**src/rtl/core/isrt_pkg.sv**
```systemverilog
// Types shared by the integer block sorter modules.
`timescale 1ns / 1ps
package isrt_pkg;

  typedef struct packed {
    logic signed [31:0] value;
    logic               last;
  } in_t;

  typedef struct packed {
    logic signed [31:0] sorted_value;
    logic               end_of_block;
    logic               overflowed;
  } out_t;

  // Control broadcast to every cell of the chain.
  typedef struct packed {
    logic               insert;
    logic               shift;
    logic signed [31:0] value;
  } cell_ctl_t;

endpackage

```
**src/rtl/core/isrt_cell.sv**
```systemverilog
// One insertion cell of the sorting chain.
`timescale 1ns / 1ps
module isrt_cell #(
  parameter int IDX   = 0,
  parameter int CNT_W = 7
) (
  input  logic                clk,
  input  isrt_pkg::cell_ctl_t ctl,
  input  logic [CNT_W-1:0]    count,
  input  logic signed [31:0]  prev_val,
  input  logic                prev_gt,
  input  logic signed [31:0]  next_val,
  output logic signed [31:0]  val,
  output logic                gt
);
  import isrt_pkg::*;

  logic signed [31:0] val_r;
  logic signed [31:0] val_nxt;
  logic               occ;
  logic               is_slot;

  assign occ     = CNT_W'(IDX) < count;
  assign is_slot = CNT_W'(IDX) == count;
  // Equal values stay ahead of the newcomer, so only a strictly greater one moves.
  assign gt      = occ && (val_r > ctl.value);

  always_comb begin
    val_nxt = val_r;
    if (ctl.shift) begin
      val_nxt = next_val;
    end else if (ctl.insert && (gt || is_slot)) begin
      val_nxt = prev_gt ? prev_val : ctl.value;
    end
  end

  always_ff @(posedge clk) begin
    val_r <= val_nxt;
  end

  assign val = val_r;

endmodule

```
**config.mk**
```make
export PLATFORM = sky130hd
export DESIGN_NAME = isrt_cell
export DESIGN_NICKNAME = d
export VERILOG_FILES = /design/src/rtl/core/isrt_pkg.sv /design/src/rtl/core/isrt_cell.sv
export SDC_FILE = /design/constraint.sdc
export NUM_CORES = 1
export LEC_CHECK = 0
export BUFFER_PORTS_ARGS = -buffer_cell sky130_fd_sc_hd__buf_2
export CAP_MARGIN = 30
export CORE_MARGIN = 2
export CORE_UTILIZATION = 35
export CTS_CLUSTER_DIAMETER = 30
export DETAILED_ROUTE_END_ITERATION = 6
export PLACE_DENSITY = 0.66
export SYNTH_ARGS = -nofsm -noshare
export SYNTH_HDL_FRONTEND = slang
export SYNTH_SLANG_ARGS = --single-unit
```
**constraint.sdc**
```tcl
create_clock -name clk -period 5.4 [get_ports clk]
set_input_delay 0.54 -clock clk [delete_from_list [all_inputs] [get_ports clk]]
set_output_delay 0.54 -clock clk [all_outputs]
set_load 0.01 [all_outputs]
```
# Word level (Yosys, flattened, before mapping)
# Index checks and enable logic that the tools add are counted.
word_totals:
  ff_bits: 32
  input_bits: 107
  output_inout_bits: 33
  wordCells: 11
classes:
  magnitude_cmp: 2
  n_mux: 3
  reduce_logical: 5
op_table:
  columns: ["op", "count"]
  rows:
  - ["32-bit 2-to-1 mux", 3]
  - ["32-bit > comparator", 1]
  - ["7-bit zero test", 1]
  - ["1-bit by 7-bit < comparator with 1-bit output (first input constant)", 1]
  - ["1-bit logical AND", 2]
  - ["2-bit nonzero test", 1]
  - ["1-bit logical OR", 1]

# Longest topological paths before layout
# Gate-level depths: netlist of run 1.
depth:
  word_depth: 6
  ltp_mapped: 8
  mapped_depth_nobuf: 8

# Least setup slack after synthesis of run 1
# OpenSTA, ideal clock, no wires.
synth_timing:
  path_type: "input to register"
  from: "input ctl[31] (netlist bit)"
  to: "register val_r[0], in the netlist val[0], enable pin"
  setup_time_ns: 0.388
  arrival_time_ns: 2.592
  required_ns: 5.012
  path_slack_ns: 2.421
  cell_stages: 8
  path_buffers: 0
  cell_sequence: "inv_1 ha_1 nand4_1 nor4_1 nand2_1 nor3_1 or4_1 a21o_1"
synth_between:
  elab_chain_cells: 5
synth_lines:
  columns: ["item", "line", "rtl"]
  rows:
  - ["start, declared", "isrt_cell.sv:8", "input isrt_pkg::cell_ctl_t ctl,"]
  - ["32-bit > comparator", "isrt_cell.sv:26", "assign gt = occ && (val_r > ctl.value);"]
  - ["1-bit logical AND", "isrt_cell.sv:26", null]
  - ["1-bit logical OR", "isrt_cell.sv:32", "end else if (ctl.insert && (gt || is_slot)) begin"]
  - ["1-bit logical AND", "isrt_cell.sv:32", null]
  - ["2-bit nonzero test (no source line)", null, null]
  - ["end signal, assigned", "isrt_cell.sv:38", "val_r <= val_nxt;"]
  - ["end, declared", "isrt_cell.sv:18", "logic signed [31:0] val_r;"]
# No other way between the ends.
# A chain may end at the register's enable or synchronous reset.

# Worst setup path in the final report of run 1
layout_timing:
  from: "register val_r[31], in the netlist val[31]"
  to: "output gt"
layout_between:
  elab_chain_cells: 2
layout_lines:
  columns: ["item", "line", "rtl"]
  rows:
  - ["32-bit > comparator", "isrt_cell.sv:26", null]
  - ["1-bit logical AND", "isrt_cell.sv:26", null]
  - ["end, declared", "isrt_cell.sv:14", "output logic gt"]
# No other way between the ends.

==> metrics.txt, run 1 <==
area grow syn2layout=34.2%; total gr overflow=0; RSZ-0062 raised after global routing=false; Final #Nets=547; CP Launch Type=flop; outcome=finished clean; chip height=88.5 µm; routed vias/inst=4.67; die area=7830 µm²; max reg flops=32; clk root buf=clkbuf_8; Setup-failing EPs final=0; Post-synth EDFFs=32; Req. time, crit path=4.86 ns; sequential cell area=961 µm²; ys async rst share=0%; Power Dens Cells=220 nW/µm²; CTS Buffer Depth=2; I/O pin count=140; chip width=88.5 µm; number of register bits inferred by synthesis=32; hold path startpoint=next_val[1]; Hold Crit Depth=3; WHS Endpoint=val[1]; CP endpoint kind=output pin; yosys warns=0; first-pass GRT wire length=9890 µm; I/O Buffers=139; hpwl dp=5180 µm; simple-gate share of the synthesized area=12.0%; Syn Nets=411; crit-path max cell delay=0.53 ns; CP Data Arrival Time=2.57 ns; peak fanout along the critical path=3; largest family of logic cells by synthesized area=adder cells; maximum clock rate=321 MHz; Buf/Inv on CP=1; syn_area_per_cell=9.19 µm²; PostCTS Resize Cnt=0; fraction of layout cells with a size suffix above 1=37.0%; Top Family by Delay on Critical Path=simple AND/OR/NAND/NOR gates; # hold bufs at CTS=0; number of diodes=0; number of distinct library cells after synthesis=26; total of fill cells in the finished design=704; post-route ant nets=0; Clock transition at path regs=0.07 ns; core box area=6870 µm²; Max Cap Violations=0; leading area contributor after synthesis=edfxtp_1; worst slew pin tran=0.970 ns; RR Startpoint=val[31]; drt first-iter violations=35; kind of critical path=reg2out; Vias=2,352; maximum vdd drop=0.0837 mV; Seq/Total Area, Yosys=38.4%; final worst slack=2.29 ns; RD Place Congestion=0.766; total negative slack=0 ns; cells along the critical path=ha_1 > nand4_1 > nor4_1 > nand2_1 > nor3_1 > nor2_1 > a21oi_1 > buf_2; final-report max-slew violation count=0; initial antenna violation count=0; clock skew=0.00465 ns; CTS Sinks=32; largest net degree at the start of global routing=66; Most used DFF post-synth=edfxtp_1; Crit-path slowest cell=nor4_1; Skew-Pair Late Insertion Delay=0.28 ns; Tcrit/Tclk final=57.7%; DRC Markers=0; post-CTS setup buffer count=0; Synth area leaders=edfxtp_1 38%, ha_1 16%, mux2i_1 13%, nand2_1 7.2%, o21ai_0 7.0%; r2r endpoint=val[17]; worst-case reg-to-reg path depth=8; vias in the first global route=2,258; Initial Util=36.4%; Cell Area, Synth=2500 µm²; gr usage total=16.5%; multiplexer area fraction after synthesis=12.8%; HP Class=in2reg; Routed WL per cell=12.6 µm; R2R Setup Slk=2.52 ns; Post-Synth XOR/XNOR Area=0%; area fraction of the dominant cell type after synthesis=38.4%; Final Hold Fails=0; WL final=6340 µm; Tmin final=3.11 ns; CTS tree=done; top-count cell post-synth=nand2_1; Leak Pwr=1.79 nW; Synth Area in Compound Gates=13.7%; TritonCTS Buffers=5; most instantiated cells after synthesis=48 x nand2_1, 35 x inv_1, 35 x o21ai_0; adder-cell share of the synthesized area=16.0%; area taken by multi-input logic gates=1360 µm²; DRT Pass-1 Iters=4; Cell Rows=30; Place WS=2.28 ns; Post-Syn Instances=272; Slew HR=35.4%; CTS H-tree depth=2
-- worst max-delay path by stage --
stage | from | end | slack (ns) | cells past startpoint
2_1_floorplan | ctl[31] | val[0] | 2.42 | 8
3_3_place_gp | ctl[14] | val[14] | 2.40 | 10
3_5_place_dp | ctl[31] | val[15] | 2.28 | 10
4_1_cts | val[31] | gt | 2.30 | 8
5_1_grt | val[31] | gt | 2.06 | 8
6_report | val[31] | gt | 2.29 | 8
-- routing by layer --
metal  global-route usage (%)  share of wire (%)  vias to the layer above
li1                         -                  -                     1232
met1                     19.0                 43                     1023
met2                     29.3                 48                       95
met3                     5.04                8.2                        2
met4                     5.37               0.46                        0
met5                        0                  0                        -
-- stage by stage --
stage	utilization [%]	power [mW]	cell area, µm²	instances	hold slack (ns)
after global routing	48.9	0.793	3360	504	0.544
after CTS	48.9	0.754	3360	504	0.528
final	48.9	0.738	3360	504	0.541
after detailed placement	47.7	0.578	3280	497	0.823
after global placement	47.7	0.572	3280	497	0.819
after floorplan	-	0.470	2500	272	0.727
-- where the power goes --
group	internal (mW)	total [mW]	switching [mW]
clock	0.0875	0.170	0.0827
sequential	0.314	0.330	0.0158
combinational	0.108	0.237	0.129
-- layout by cell type (no fill, tap or decap), types with 2 or more instances in the layout --
cell type	instances
buf_2	139
nand2_1	48
inv_1	35
o21ai_0	35
mux2i_1	32
ha_1	32
edfxtp_1	32
a21oi_1	14
nor2_1	6
nand4_1	5
clkbuf_8	5
nor4_1	3
nand3_1	3
a21oi_2	2
a21o_1	2
nor3_1	2
-- final cells by class --
cell class | count | area share (%)
multi-input combinational | 194 | 40.6
sequential | 32 | 28.6
timing repair buffer | 140 | 21.0
inverter | 35 | 3.91
tap | 96 | 3.58
clock buffer | 6 | 2.16
clock inverter | 1 | 0.149
-- worst register-to-register path: cells and delay by family, from the launching register on --
kind                     cells  cell delay, ns
AND/OR/NAND/NOR              5            1.30
buffers and inverters        1            0.38
flip-flops                   1            0.41
adder cells (fa/ha/maj)      1            0.33
AO/OA/AOI/OAI                1            0.10
-- cells by family (layout without fill, tap and decap cells) --
kind of cell,Yosys count,count (layout)
simple gates,70,70
fa+ha+maj,32,32
compound gates,60,60
buf+inv,46,182
mux,32,32
flops,32,32
(Power assumes the default switching activity.)
==> inputs of run 2 (changes only) <==
Clock period 5.4 ns to 3.1 ns, I/O delays scaled along.
==> run 2 against run 1 <==
Effect of this change:
- clock-buffer cell count unchanged
- clock power is 77% higher
- cell area rose by 1.0%
- register-to-register slack got worse by 2.2 ns
- flip-flop and latch count did not move
- first-iteration DRC count increased by 97%
- critical path depth unchanged
- worst setup slack worse by 2.0 ns
- sequential share of layout area shrank 0.30 points
- critical endpoint unchanged
==> metrics.txt, run 2 (synthesis gave the netlist of run 1 again) <==
Power Dens Cells=383 nW/µm² (+74%); Final Util=49.4% (+0.51 points); chip height=88.5 µm (unchanged); maximum vdd drop=0.168 mV (+100%); met3 GRT Util=4.38% (-0.65 points); area taken by multi-input logic gates=1360 µm² (unchanged); max reg flops=32 (unchanged); hpwl dp=5460 µm (+5.3%); RSZ-0062 raised after global routing=false; total gr overflow=0 (unchanged); Tmin final=2.85 ns; total negative slack=0 ns (unchanged); Final Hold Fails=0 (unchanged); Req. time, crit path=2.79 ns (-2.07 ns); most common cell after layout, fill and taps aside=buf_2; post-route ant nets=0 (unchanged); clk root buf=clkbuf_8; worst setup path startpoint=val[30]; Routed WL per cell=12.9 µm (+2.7%); RR Startpoint=val[30]; worst slew pin tran=0.603 ns (-0.367 ns); Tcrit/Tclk final=91.8%; post-CTS setup buffer count=0 (unchanged); maximum clock rate=351 MHz; CTS Sinks=32 (unchanged); CTS H-tree depth=2 (unchanged); routed vias/inst=4.72 (+1.1%); kind of critical path=reg2out; WL final=6550 µm (+3.3%); Leak Pwr=1.80 nW (+1.1%); vias in the first global route=2,261 (+0.13%); Setup-failing EPs final=0 (unchanged); Place WS=0.283 ns (-2.00 ns); PostCTS Resize Cnt=0 (unchanged); Initial Util=36.4% (unchanged); R2R Setup Slk=0.37 ns (-2.15 ns); total of fill cells in the finished design=703 (-0.14%); chip width=88.5 µm (unchanged); I/O Buffers=139 (unchanged); most frequent cells in the layout=139 x buf_2, 48 x nand2_1, 35 x inv_1, 35 x o21ai_0; CP Data Arrival Time=2.54 ns (-0.03 ns); post-route cell area=3390 µm² (+1.0%); die area=7830 µm² (unchanged); Setup crit end=gt; final worst slack=0.254 ns (-2.03 ns); largest net degree at the start of global routing=39 (-41%); GRT met2 Usage=29.9% (+0.55 points); # hold bufs at CTS=0 (unchanged); I/O pin count=140 (unchanged); core box area=6870 µm² (unchanged); Cell Rows=30 (unchanged); Post-DP Area=3290 µm² (+0.46%); met1 Usage GRT=19.3% (+0.30 points); CP endpoint kind=output pin; gr usage total=16.6% (+0.055 points); Clock transition at path regs=0.07 ns (about the same); r2r endpoint=val[31]; CTS Buffer Depth=2 (unchanged); clock skew=0.00449 ns (-0.000161 ns); number of diodes=0 (unchanged); fraction of layout cells with a size suffix above 1=37.5% (+0.46 points); DRT Pass-1 Iters=4 (unchanged); drt first-iter violations=69 (+97%); HP Class=in2reg; initial antenna violation count=0 (unchanged); Final #Nets=550 (+0.55%); CTS tree=done; grt peak-use layer=met2; outcome=finished clean; final-report max-slew violation count=0 (unchanged); RD Place Congestion=0.762 (-0.51%); CP Launch Type=flop; peak fanout along the critical path=3 (unchanged); TritonCTS Buffers=5 (unchanged); DRC Markers=0 (unchanged); Vias=2,393 (+1.7%); Max Cap Violations=0 (unchanged); area grow syn2layout=35.6%; first-pass GRT wire length=9930 µm (+0.42%); Slew HR=59.8% (+24 points); worst-case reg-to-reg path depth=8 (unchanged); Skew-Pair Late Insertion Delay=0.28 ns (about the same); sequential cell area=961 µm² (unchanged)
-- run 2: worst min path at each step --
| stage | from | slack [ns] | endpoint | depth (start not counted) |
|---|---|---|---|---|
| after floorplan | next_val[29] | 0.50 | val[29] | 2 |
| after global placement | next_val[2] | 0.59 | val[2] | 3 |
| final | next_val[11] | 0.30 | val[11] | 3 |
| after global routing | next_val[7] | 0.31 | val[7] | 3 |
| after detailed placement | next_val[11] | 0.59 | val[11] | 3 |
| after CTS | next_val[11] | 0.30 | val[11] | 3 |
-- run 2: through the flow --
stage	cells	total power, mW	hold slack, ns
floorplan	272	0.820	0.497
global placement	499	1.00	0.588
detailed placement	499	1.01	0.594
CTS	506	1.32	0.302
global route	507	1.39	0.313
finish	507	1.30	0.304
-- run 2: layout make-up --
type	count	area share [%]
tap	96	3.54
clock inverter	1	0.148
sequential	32	28.3
clock buffer	6	2.14
timing repair buffer	143	21.8
inverter	35	3.87
multi-input combinational	194	40.2
-- run 2: power by group --
part,switching [mW],internal [mW]
Combinational,0.229,0.193
Sequential,0.0286,0.547
Clock,0.148,0.152
Total,0.405,0.892
-- run 2: worst max-delay path, cell delays in order, from the launching register on --
cell and delay (ns):
edfxtp_1 0.40, ha_1 0.33, nand4_1 0.17, nor4_1 0.52
nand2_1 0.14, nor3_1 0.28, nor2_1 0.07, a21oi_1 0.18
buf_2 0.16
-- run 2: per-layer routing --
metal	wire length, µm	vias up
li1	-	1237
met1	2860	1047
met2	3100	102
met3	515	7
met4	75	0
met5	0	-
